===== src/sv/smsoq_pkg.sv =====
`default_nettype none

package smsoq_pkg;

  localparam int unsigned PortW    = 3;
  localparam int unsigned MacW     = 48;
  localparam int unsigned TagW     = 16;
  localparam int unsigned DepthW   = 5;
  localparam int unsigned OutcomeW = 3;

  localparam int unsigned EntryW     = 64;
  localparam int unsigned RegCount   = 8;
  localparam int unsigned CfgIdxW    = 3;
  localparam int unsigned EntryPortLo = 48;
  localparam int unsigned EntryValidBit = 63;

  localparam int unsigned InDataW  = 72;
  localparam int unsigned OutDataW = 32;

  localparam logic OP_FRAME  = 1'b0;
  localparam logic OP_TXDONE = 1'b1;

  typedef enum logic [OutcomeW-1:0] {
    OUT_UNKNOWN = 3'd0,
    OUT_LOOP    = 3'd1,
    OUT_FULL    = 3'd2,
    OUT_QUEUED  = 3'd3,
    OUT_TXSTART = 3'd4,
    OUT_IDLE    = 3'd5
  } outcome_e;

  typedef struct packed {
    logic             hit;
    logic [PortW-1:0] port;
  } lookup_t;

endpackage

`default_nettype wire


===== src/sv/smsoq_ram.sv =====
`default_nettype none

module smsoq_ram #(
  parameter int unsigned WIDTH = 16,
  parameter int unsigned DEPTH = 128,
  localparam int unsigned AddrW = $clog2(DEPTH)
) (
  input  wire logic             clk_i,
  input  wire logic             we_i,
  input  wire logic [AddrW-1:0] waddr_i,
  input  wire logic [WIDTH-1:0] wdata_i,
  input  wire logic             re_i,
  input  wire logic [AddrW-1:0] raddr_i,
  output logic      [WIDTH-1:0] rdata_o
);

  logic [WIDTH-1:0] mem_q [DEPTH];
  logic [WIDTH-1:0] rdata_q;

  always_ff @(posedge clk_i) begin
    if (we_i) begin
      mem_q[waddr_i] <= wdata_i;
    end
    if (re_i) begin
      rdata_q <= mem_q[raddr_i];
    end
  end

  assign rdata_o = rdata_q;

endmodule

`default_nettype wire


===== src/sv/smsoq_lookup.sv =====
`default_nettype none

module smsoq_lookup
  import smsoq_pkg::*;
#(
  parameter int unsigned TABLE_SIZE = 8,
  parameter int unsigned NUM_PORTS  = 8
) (
  input  wire logic               clk_i,
  input  wire logic               rst_ni,
  input  wire logic               cfg_we_i,
  input  wire logic [CfgIdxW-1:0] cfg_index_i,
  input  wire logic [EntryW-1:0]  cfg_data_i,
  input  wire logic [MacW-1:0]    mac_i,
  output lookup_t                 result_o
);

  localparam logic [PortW:0] NumPortsC = (PortW+1)'(NUM_PORTS);

  logic [MacW-1:0]  mac_q   [TABLE_SIZE];
  logic [PortW-1:0] port_q  [TABLE_SIZE];
  logic             valid_q [TABLE_SIZE];

  logic             found;
  logic [PortW-1:0] found_port;

  always_ff @(posedge clk_i or negedge rst_ni) begin
    if (!rst_ni) begin
      for (int i = 0; i < TABLE_SIZE; i++) begin
        valid_q[i] <= 1'b0;
        mac_q[i]   <= '0;
        port_q[i]  <= '0;
      end
    end else if (cfg_we_i) begin
      for (int i = 0; i < TABLE_SIZE; i++) begin
        if (cfg_index_i == CfgIdxW'(i)) begin
          valid_q[i] <= cfg_data_i[EntryValidBit];
          mac_q[i]   <= cfg_data_i[MacW-1:0];
          port_q[i]  <= cfg_data_i[EntryPortLo +: PortW];
        end
      end
    end
  end

  // The lowest-numbered valid match wins, so scan from the top down.
  always_comb begin
    found      = 1'b0;
    found_port = '0;
    for (int i = TABLE_SIZE - 1; i >= 0; i--) begin
      if (valid_q[i] && (mac_q[i] == mac_i)) begin
        found      = 1'b1;
        found_port = port_q[i];
      end
    end
  end

  assign result_o.hit  = found && ({1'b0, found_port} < NumPortsC);
  assign result_o.port = found_port;

endmodule

`default_nettype wire


===== src/sv/static_mac_switch_output_queues_unit.sv =====
// Forwarding core of an output-queued switch with a static MAC table.
// The slave stream carries one event per item: tuser says whether a frame
// arrived or a port finished transmitting; tdata carries the port, the
// destination MAC and the frame tag. The master stream returns exactly one
// result item per event: tuser holds the outcome, tdata the port concerned,
// the tag, and the queue depth and peak depth of that port.
// The user must write the MAC table through the cfg port only while no item
// is in flight; the block itself does not enforce this. Each event passes an
// input register, the table match and queue update, and a result register,
// which drives its result onto the master stream.
// One item is taken per cycle while the receiver does not stall; at most one
// queue memory access per item (a push write or a pop read) allows that rate.
// When the receiver stalls, the result register holds and the input
// register fills; s_axis_tready_o then drops until the result is taken.
// Reset empties all queues, clears the busy flags, peaks and table entries.
// The queue memory itself is not cleared; only pushed slots are ever read.
`default_nettype none

module static_mac_switch_output_queues_unit
  import smsoq_pkg::*;
#(
  parameter int unsigned NUM_PORTS   = 8,
  parameter int unsigned QUEUE_SLOTS = 16,
  parameter int unsigned TABLE_SIZE  = 8
) (
  input  wire logic                clk_i,
  input  wire logic                rst_ni,
  input  wire logic                cfg_we_i,
  input  wire logic [CfgIdxW-1:0]  cfg_index_i,
  input  wire logic [EntryW-1:0]   cfg_data_i,
  input  wire logic                s_axis_tvalid_i,
  output logic                     s_axis_tready_o,
  // port [2:0], dest_mac [50:3], frame_tag [66:51], zero fill above.
  input  wire logic [InDataW-1:0]  s_axis_tdata_i,
  // operation [0].
  input  wire logic                s_axis_tuser_i,
  output logic                     m_axis_tvalid_o,
  input  wire logic                m_axis_tready_i,
  // out_port [2:0], out_tag [18:3], queue_depth [23:19], peak_depth [28:24].
  output logic [OutDataW-1:0]      m_axis_tdata_o,
  // outcome [2:0].
  output logic [OutcomeW-1:0]      m_axis_tuser_o
);

  localparam int unsigned PortIdxW = $clog2(NUM_PORTS);
  localparam int unsigned SlotW    = $clog2(QUEUE_SLOTS);
  localparam int unsigned CntW     = $clog2(QUEUE_SLOTS + 1);
  localparam int unsigned AddrW    = PortIdxW + SlotW;
  localparam int unsigned RamDepth = 1 << AddrW;
  localparam logic [PortW:0] NumPortsC = (PortW+1)'(NUM_PORTS);

  // Input register.
  logic             in_vld_q;
  logic             op_q;
  logic [PortW-1:0] port_q;
  logic [MacW-1:0]  mac_q;
  logic [TagW-1:0]  tag_q;

  // Result register.
  logic             out_vld_q;
  outcome_e         res_outcome_q, res_outcome_d;
  logic [PortW-1:0] res_port_q, res_port_d;
  logic [TagW-1:0]  res_tag_q, res_tag_d;
  logic [DepthW-1:0] res_depth_q, res_depth_d;
  logic [DepthW-1:0] res_peak_q, res_peak_d;
  logic             res_ram_q, res_ram_d;

  // Per-port queue state.
  logic [SlotW-1:0] head_q [NUM_PORTS];
  logic [SlotW-1:0] head_d [NUM_PORTS];
  logic [CntW-1:0]  cnt_q  [NUM_PORTS];
  logic [CntW-1:0]  cnt_d  [NUM_PORTS];
  logic             busy_q [NUM_PORTS];
  logic             busy_d [NUM_PORTS];
  logic [CntW-1:0]  peak_q [NUM_PORTS];
  logic [CntW-1:0]  peak_d [NUM_PORTS];

  lookup_t           lkp;
  logic              adv;
  logic [PortIdxW-1:0] sel_idx;
  logic [SlotW-1:0]  cur_head;
  logic [CntW-1:0]   cur_cnt;
  logic [CntW-1:0]   cur_peak;
  logic [CntW-1:0]   new_cnt;
  logic [CntW-1:0]   new_peak;
  logic [SlotW:0]    slot_sum;
  logic [SlotW-1:0]  push_slot;
  logic [SlotW-1:0]  head_inc;
  logic              push;
  logic              pop;
  logic [TagW-1:0]   ram_rdata;

  smsoq_lookup #(
    .TABLE_SIZE (TABLE_SIZE),
    .NUM_PORTS  (NUM_PORTS)
  ) u_lookup (
    .clk_i       (clk_i),
    .rst_ni      (rst_ni),
    .cfg_we_i    (cfg_we_i),
    .cfg_index_i (cfg_index_i),
    .cfg_data_i  (cfg_data_i),
    .mac_i       (mac_q),
    .result_o    (lkp)
  );

  smsoq_ram #(
    .WIDTH (TagW),
    .DEPTH (RamDepth)
  ) u_queue_ram (
    .clk_i   (clk_i),
    .we_i    (adv && push),
    .waddr_i ({sel_idx, push_slot}),
    .wdata_i (tag_q),
    .re_i    (adv && pop),
    .raddr_i ({sel_idx, cur_head}),
    .rdata_o (ram_rdata)
  );

  assign adv             = in_vld_q && (!out_vld_q || m_axis_tready_i);
  assign s_axis_tready_o = !in_vld_q || adv;

  assign sel_idx  = (op_q == OP_TXDONE) ? port_q[PortIdxW-1:0] : lkp.port[PortIdxW-1:0];
  assign cur_head = head_q[sel_idx];
  assign cur_cnt  = cnt_q[sel_idx];
  assign cur_peak = peak_q[sel_idx];
  assign new_cnt  = cur_cnt + 1'b1;
  assign new_peak = (new_cnt > cur_peak) ? new_cnt : cur_peak;
  assign slot_sum = (SlotW+1)'(cur_head) + (SlotW+1)'(cur_cnt);
  assign push_slot = (slot_sum >= (SlotW+1)'(QUEUE_SLOTS)) ?
                     SlotW'(slot_sum - (SlotW+1)'(QUEUE_SLOTS)) : SlotW'(slot_sum);
  assign head_inc = (cur_head == SlotW'(QUEUE_SLOTS - 1)) ? '0 : cur_head + 1'b1;

  always_comb begin
    head_d = head_q;
    cnt_d  = cnt_q;
    busy_d = busy_q;
    peak_d = peak_q;
    push   = 1'b0;
    pop    = 1'b0;
    res_outcome_d = OUT_IDLE;
    res_port_d    = port_q;
    res_tag_d     = tag_q;
    res_depth_d   = '0;
    res_peak_d    = '0;
    res_ram_d     = 1'b0;
    if (op_q == OP_FRAME) begin
      if (!lkp.hit) begin
        res_outcome_d = OUT_UNKNOWN;
        res_port_d    = '0;
      end else if (lkp.port == port_q) begin
        res_outcome_d = OUT_LOOP;
        res_port_d    = lkp.port;
        res_depth_d   = DepthW'(cur_cnt);
        res_peak_d    = DepthW'(cur_peak);
      end else if (cur_cnt == CntW'(QUEUE_SLOTS)) begin
        res_outcome_d = OUT_FULL;
        res_port_d    = lkp.port;
        res_depth_d   = DepthW'(cur_cnt);
        res_peak_d    = DepthW'(cur_peak);
      end else begin
        res_port_d       = lkp.port;
        res_depth_d      = DepthW'(new_cnt);
        res_peak_d       = DepthW'(new_peak);
        peak_d[sel_idx]  = new_peak;
        if (!busy_q[sel_idx]) begin
          // An idle port has an empty queue: the new frame goes straight out.
          res_outcome_d    = OUT_TXSTART;
          busy_d[sel_idx]  = 1'b1;
          head_d[sel_idx]  = head_inc;
        end else begin
          res_outcome_d    = OUT_QUEUED;
          push             = 1'b1;
          cnt_d[sel_idx]   = new_cnt;
        end
      end
    end else begin
      res_tag_d = '0;
      if ({1'b0, port_q} < NumPortsC) begin
        res_peak_d = DepthW'(cur_peak);
        if (cur_cnt != '0) begin
          res_outcome_d   = OUT_TXSTART;
          res_depth_d     = DepthW'(cur_cnt);
          res_ram_d       = 1'b1;
          pop             = 1'b1;
          busy_d[sel_idx] = 1'b1;
          head_d[sel_idx] = head_inc;
          cnt_d[sel_idx]  = cur_cnt - 1'b1;
        end else begin
          busy_d[sel_idx] = 1'b0;
        end
      end
    end
  end

  always_ff @(posedge clk_i or negedge rst_ni) begin
    if (!rst_ni) begin
      in_vld_q  <= 1'b0;
      out_vld_q <= 1'b0;
      for (int i = 0; i < NUM_PORTS; i++) begin
        head_q[i] <= '0;
        cnt_q[i]  <= '0;
        busy_q[i] <= 1'b0;
        peak_q[i] <= '0;
      end
    end else begin
      if (s_axis_tready_o) begin
        in_vld_q <= s_axis_tvalid_i;
      end
      if (adv) begin
        out_vld_q <= 1'b1;
        head_q    <= head_d;
        cnt_q     <= cnt_d;
        busy_q    <= busy_d;
        peak_q    <= peak_d;
      end else if (m_axis_tready_i) begin
        out_vld_q <= 1'b0;
      end
    end
  end

  always_ff @(posedge clk_i) begin
    if (s_axis_tready_o && s_axis_tvalid_i) begin
      op_q   <= s_axis_tuser_i;
      port_q <= s_axis_tdata_i[PortW-1:0];
      mac_q  <= s_axis_tdata_i[PortW +: MacW];
      tag_q  <= s_axis_tdata_i[PortW + MacW +: TagW];
    end
    if (adv) begin
      res_outcome_q <= res_outcome_d;
      res_port_q    <= res_port_d;
      res_tag_q     <= res_tag_d;
      res_depth_q   <= res_depth_d;
      res_peak_q    <= res_peak_d;
      res_ram_q     <= res_ram_d;
    end
  end

  assign m_axis_tvalid_o = out_vld_q;
  assign m_axis_tuser_o  = res_outcome_q;
  assign m_axis_tdata_o  = {3'b000, res_peak_q, res_depth_q,
                            (res_ram_q ? ram_rdata : res_tag_q), res_port_q};

endmodule

`default_nettype wire


===== config.mk =====
export PLATFORM = sky130hd
export DESIGN_NAME = static_mac_switch_output_queues_unit
export DESIGN_NICKNAME = d
export VERILOG_FILES = /design/src/sv/smsoq_pkg.sv /design/src/sv/smsoq_ram.sv /design/src/sv/smsoq_lookup.sv /design/src/sv/static_mac_switch_output_queues_unit.sv
export SDC_FILE = /design/constraint.sdc
export NUM_CORES = 2
export LEC_CHECK = 0
export BUFFER_PORTS_ARGS = -buffer_cell sky130_fd_sc_hd__clkbuf_2
export CAP_MARGIN = 20
export CORE_ASPECT_RATIO = 1.1
export CORE_MARGIN = 2
export CORE_UTILIZATION = 45
export CTS_CLUSTER_SIZE = 20
export DETAILED_ROUTE_END_ITERATION = 7
export PLACE_DENSITY = 0.62
export SYNTH_ARGS = -nofsm -noshare
export SYNTH_HDL_FRONTEND = slang
export SYNTH_SLANG_ARGS = --single-unit
export TNS_END_PERCENT = 10

===== constraint.sdc =====
create_clock -name clk_i -period 11.5 [get_ports clk_i]
set_clock_uncertainty 0.2 [all_clocks]
set_input_delay 0.575 -clock clk_i [delete_from_list [all_inputs] [get_ports clk_i]]
set_output_delay 0.575 -clock clk_i [all_outputs]
set_load 0.05 [all_outputs]

=== After elaboration in Yosys (flattened, before gate mapping) ===
Memory sizes are Yosys's and may differ from the RTL's. A register that Yosys moved wholly into a read port is not among the register bits.
Cells that the tools add are included.

* Add/sub/neg operators: 5
* Multipliers: 0
* Div/mod/pow operators: 0
* $lt $le $gt $ge: 4
* Equal/unequal tests: 22
* Shift-type cells: 0
* Muxes and demuxes: 89
* Bitwise logic cells: 7
* Reductions and logical operators: 34

{| class="wikitable"
|+ Operators by type and width
! kind !! count
|-
| equality test 48 bit || 8
|-
| two-way mux 40 bit || 6
|-
| two-way mux 32 bit || 6
|-
| bitwise mux 40 bit || 3
|-
| two-way mux 5 bit || 15
|-
| two-way mux 3 bit || 16
|-
| two-way mux 8 bit || 6
|-
| bitwise mux 32 bit || 1
|-
| binary-select mux 5 bit (select 3 bit) || 2
|-
| two-way mux 1 bit || 23
|-
| two-way mux 4 bit || 5
|-
| two-way mux 16 bit || 1
|-
| AND reduction 2 bit || 8
|-
| demux 5 bit (select 3 bit) || 1
|-
| logical AND 1 bit || 13
|-
| binary-select mux 4 bit (select 3 bit) || 1
|-
| demux 4 bit (select 3 bit) || 1
|-
| equality test 3 bit (second input constant) || 4
|-
| AND reduction 6 bit || 2
|-
| AND reduction 5 bit || 2
|-
| AND 8 bit || 1
|-
| NOT 8 bit || 1
|-
| bitwise OR 8 bit || 1
|-
| equality test 3 x 2 -> 1 bit (second input constant) || 2
|-
| 24 further kinds || 32
|}

* Register bits: 639
* Latch bits: 0
* Bits in writable memories: 2048
* Bits in read-only memories: 0
* Memories kept: 1

{| class="wikitable"
|+ Memories
! name !! words !! bits a word !! rd ports !! clocked after Yosys merged registers in !! wr ports !! line !! source
|-
| u_queue_ram.mem_q || 128 || 16 || 1 || 1 || 1 || smsoq_ram.sv:17 || <nowiki>logic [WIDTH-1:0] mem_q [DEPTH];</nowiki>
|}

=== Logic depth before layout (Yosys ltp) ===
* Depth in word-level cells: 23
* Mapped depth: 30

=== Cells and area by module ===
Synthesis repeated with hierarchy kept, for this count alone.

* Cell total of the unflattened synthesis: 5452
* Area, all modules: 109623.9 sq um

{| class="wikitable"
|+ By module, submodules not included
! module !! times used !! cells each !! area each (sq um) !! sequential area each (sq um)
|-
| smsoq_ram || 1 || 3086 || 78683.0 || 61979.4
|-
| smsoq_lookup || 1 || 1538 || 20282.0 || 10410.0
|-
| static_mac_switch_output_queues_unit || 1 || 828 || 10659.0 || 6085.8
|}

=== Least setup slack after synthesis ===
Ideal clock, no wire load.

* Path type: register -> register
* From: register mac_q[23]
* To: memory u_queue_ram.mem_q[109][0], enable pin
* Setup time: 0.388 ns
* Arrival time: 7.282 ns
* Slack: 3.629 ns
* Cell stages (with the launch flop): 30
* Path buffers: 10
* Cell sequence: edfxtp_1 -> buf_6 -> xor2_1 -> or4_1 -> or4_1 -> or4_4 -> buf_6 -> o211a_2 -> o2111ai_2 -> and4_4 -> o21ai_0 -> a21oi_1 -> o32a_1 -> buf_2 -> nor2_8 -> inv_4 -> buf_6 -> buf_6 -> buf_2 -> buf_2 -> buf_2 -> buf_2 -> ha_1 -> inv_1 -> fa_1 -> xor2_1 -> nor4_1 -> nand4_1 -> clkbuf_1 -> nor2_1

* Longest elaborated chain between the ends: 23

{| class="wikitable"
|+ RTL lines
! what !! line !! source
|-
| start: declaration || static_mac_switch_output_queues_unit.sv:56 || <nowiki>logic [MacW-1:0] mac_q;</nowiki>
|-
| start signal: assignment || static_mac_switch_output_queues_unit.sv:225 || <nowiki>mac_q <= s_axis_tdata_i[PortW +: MacW];</nowiki>
|-
| parallel branches: the longest is 23 deep, another holds equality test 48 bit || n/a ||
|-
| end: declaration || smsoq_ram.sv:17 ||
|}

Several ways; the timed one is not identified. The select of a mux whose other input is x is not followed.

=== Worst setup path after layout ===
* From: register mac_q[20]
* To: memory u_queue_ram.mem_q[14][4], enable pin

The elaborated chain is that of the path after synthesis.

==> results.md <==
- CP Data Arrival Time: 10,600 ps
- Post-synth top area cell: edfxtp_1
- Root Driver: clkbuf_16
- Fin. max-slew vios: 0
- Final Hold Fails: 0
- Post-DRT Antenna Nets: 0
- Final WS setup: 1250 ps
- CTS tree: done
- Clk_lat worst skew: about 850 ps
- Core Region: around 250,000 um2
- Post-route insts no fill: 11,800
- Final HPWL from detailed placement: 236,000 um
- Simple-gate share of the synthesized area: between 10% and 20%
- Worst slew pin tran: 1330 ps
- Synth Area in Adders: 0.128%
- Synth Area in Compound Gates: around 4.6%
- Crit-path cells: xor2_1 > nor4_1 > nand4b_1 > nor3_1 > and3_1 > mux2i_1 > o2111ai_1 > nand2_2 > buf_4 > nor2_1 > buf_4 > a221oi_2 > inv_1 > ha_1 > inv_1 > o41ai_2 > buf_4 > nor4_1 > nand2_1 > buf_4 > nor2_1 > buf_4
- RSZ-0062 raised after global routing: false
- Worst slew margin: 10.8%
- Worst setup SP type: register
- WL final: 375,000 um
- Combinational family with the most area after synthesis: multiplexers
- Hold WC Path Type: primary input to register
- First-pass GRT wire length: approximately 520,000 um
- Post-CTS Resized: 0
- Hold Path Cell Cnt: 3
- Filler cells: 20,800
- Kind of critical path: register to register
- FP Rows: 193
- Leak: roughly 45 nW
- CP Max Fanout: 31
- Outcome: finished, final reports clean
- H-tree levels: 5
- Largest net degree at the start of global routing: 182
- Mean post-synth cell area: 14.5 um2
- Post-Place Cells: between 10,000 and 15,000
- Initial DRT Pass Iterations: 6
- Crit path max-delay cell type: edfxtp_1
- Setup Fix Bufs, Post-CTS: 0
- CTS Sinks: 2,703
- CTS Buffer Depth: 4
- Die Wd: between 400 and 500 um
- PortBufs: between 150 and 200
- Synth warn: 0
- Area contributors post-synth: edfxtp_1, dfrtp_1, mux2_2, mux2i_1, nand2_1
- R2r setup slk: 1250 ps
- Residual DRC count: 0
- Async S/R FF share, synth: 19.9%
- CP dominant cell by count: buf_4
- Via count: about 72,000
- Vias per cell: about 6
- WL per Instance: 31.8 um
- Worst Path Required: 11,840 ps
- Final period demand of the worst path: roughly 10,000 ps
- Multiplexer share of the synthesized area: a little over a tenth
- Sequential-to-total area share from yosys stat: 69.2%
- Die H: 531 um
- Synthesized-area fraction occupied by xor and xnor cells: 2.85%
- I/O pin count: approximately 180
- GR Overflow Total: 0
- Clock buffer count from CTS: around 280
- Area grow syn2layout: 13.6%
- Initial drt markers: 10,200
- Nets: 8,389
- Worst reg-to-reg path cell count: 22
- Hold Path End: u_lookup.mac_q[342]
- Reg2Reg Capture Point: u_queue_ram.mem_q[14][4]
- Hold path start: cfg_data_i[6]
- Reg2reg start: mac_q[20]
- DIE AREA: between 200,000 and 300,000 um2
- Count leader, synth: edfxtp_1
- Post-Place Worst Slack: 1510 ps
- Period utilization: 89.1%
- Number of synthesized flops with an enable pin: ~2,200
- Post-synth top cells: edfxtp_1, nand2_1, dfrtp_1
- Starting density of the core: 45.2%
- Cells after Synth: 7,839
- Final setup vio count: 0
- FMAX: just under 100 MHz
- Initial antenna violation count: 30
- CP peak stage delay: 1050 ps
- All-Layer GR Usage: 28.7%
- Yosys top cell area share: 57.3%
- Netlist cell types: 104
- Post-Synthesis Cell Area: 113,000 um2
- # Max-Cap Violations: 0
- CP Capture Type: register
- Seq cells post-synth: 2,703
- Worst VDD drop: 0.000169 V
- Vias in the first global route: 68,700
- Power Density: about 200 nW/um2
- GP Congestion: between 0.9 and 1
- Final TNS setup: 0 ps
- Reg clk slew, reported paths: 60 ps
- Share of layout cells above drive strength 1: 18.2%
- Top FF cell, synth: edfxtp_1
-- flip-flops by register name, indices dropped and copies added (netlist names), named ones only --
name                 flops
u_queue_ram.rdata_o     16
cnt_q                   32
res_port_q               3
op_q                     1
in_vld_q                 1
head_q                  32
res_peak_q               5
u_lookup.mac_q         384
m_axis_tvalid_o          1
peak_q                  40
mac_q                   48
u_queue_ram.mem_q     2048
port_q                   3
tag_q                   16
m_axis_tuser_o           3
u_lookup.valid_q         8
res_tag_q               16
res_depth_q              5
res_ram_q                1
u_lookup.port_q         24
-- metal layers --
layer,vias to the layer above,routed length (um),track usage (%)
li1,30500,-,-
met1,37200,149000,39.4
met2,4035,169000,44.1
met3,689,38900,6.43
met4,12,17700,11.7
met5,-,302,0
-- stage by stage --
step	utilization, %	cell area [um2]	total power, mW	hold WS [ps]
finish	51.3	129000	26.1	65.3
global route	51.3	129000	26.9	42.8
CTS	51.2	129000	26.1	16.8
detailed placement	47.4	119000	17.4	266
global placement	47.4	119000	17.4	258
floorplan	-	113000	15.2	79.4
-- power by group --
part           switching, mW  internal (mW)  leakage [nW]  total [mW]
combinational           3.98           1.96          15.1        5.94
sequential             0.375           11.1          26.1        11.5
clock                   3.84           4.91          4.21        8.75
total                   8.20           18.0          45.5        26.1
-- how the worst max path moves through the flow --
| stage | from | slack (ps) | depth (start not counted) | end |
|---|---|---|---|---|
| 6_report | mac_q[20] | 1250 | 22 | u_queue_ram.mem_q[14][4] |
| 5_1_grt | mac_q[21] | 1060 | 21 | u_queue_ram.mem_q[14][8] |
| 4_1_cts | mac_q[21] | 1500 | 19 | u_queue_ram.mem_q[94][12] |
| 3_5_place_dp | mac_q[21] | 1510 | 21 | u_queue_ram.mem_q[14][3] |
| 3_3_place_gp | mac_q[21] | 1680 | 22 | u_queue_ram.mem_q[14][0] |
| 2_1_floorplan | mac_q[23] | 3630 | 29 | u_queue_ram.mem_q[109][0] |
-- critical path: cells and delay by family (launching register included) --
kind,cells,cell delay (ps)
AOI/OAI and AO/OA,3,1240
xor gates and xnor gates,1,290
adders and majority gates,1,310
buffers and inverters,7,1940
DFF,1,1050
muxes,1,450
and+or+nand+nor,9,4380
-- area by class of cell --
class / instances / area, um2 / share of cell area (%)
inverters: 59 / 250 / 0.194
diodes: 17 / 42.5 / 0.0330
clock inverters: 122 / 917 / 0.712
well taps: 3315 / 4150 / 3.22
flip-flops and latches: 2703 / 78500 / 60.9
multi-input cells: 4616 / 32900 / 25.5
repair buffers: 569 / 4460 / 3.46
clock buffers: 379 / 7690 / 5.97
-- cell families after synthesis --
kind of cell	Yosys count
AND/OR/NAND/NOR	2417
adder cells (fa/ha/maj)	11
AO/OA/AOI/OAI	730
buffers and inverters	522
other	1
flip-flops	2703
multiplexers	1086
XOR/XNOR	369
-- layout by cell type, fill, tap and decap left out, types with 110 or more instances in the layout --
cell type  count
xor2_1       136
edfxtp_1    2165
mux2i_1      491
clkbuf_2     166
nand4_1      189
and3_1       110
xnor2_1      233
nand3_1      393
nand2_1     1066
dfrtp_1      538
buf_4        273
clkbuf_16    289
a21oi_1      129
nor2_1       202
mux2_2       523
-- repair_timing --
item	CTS	global route
hold endpoints to repair	284	0
hold buffers	92	0
endpoints found under the setup margin	0	0
Note: power is estimated with default switching activity, not from simulation.
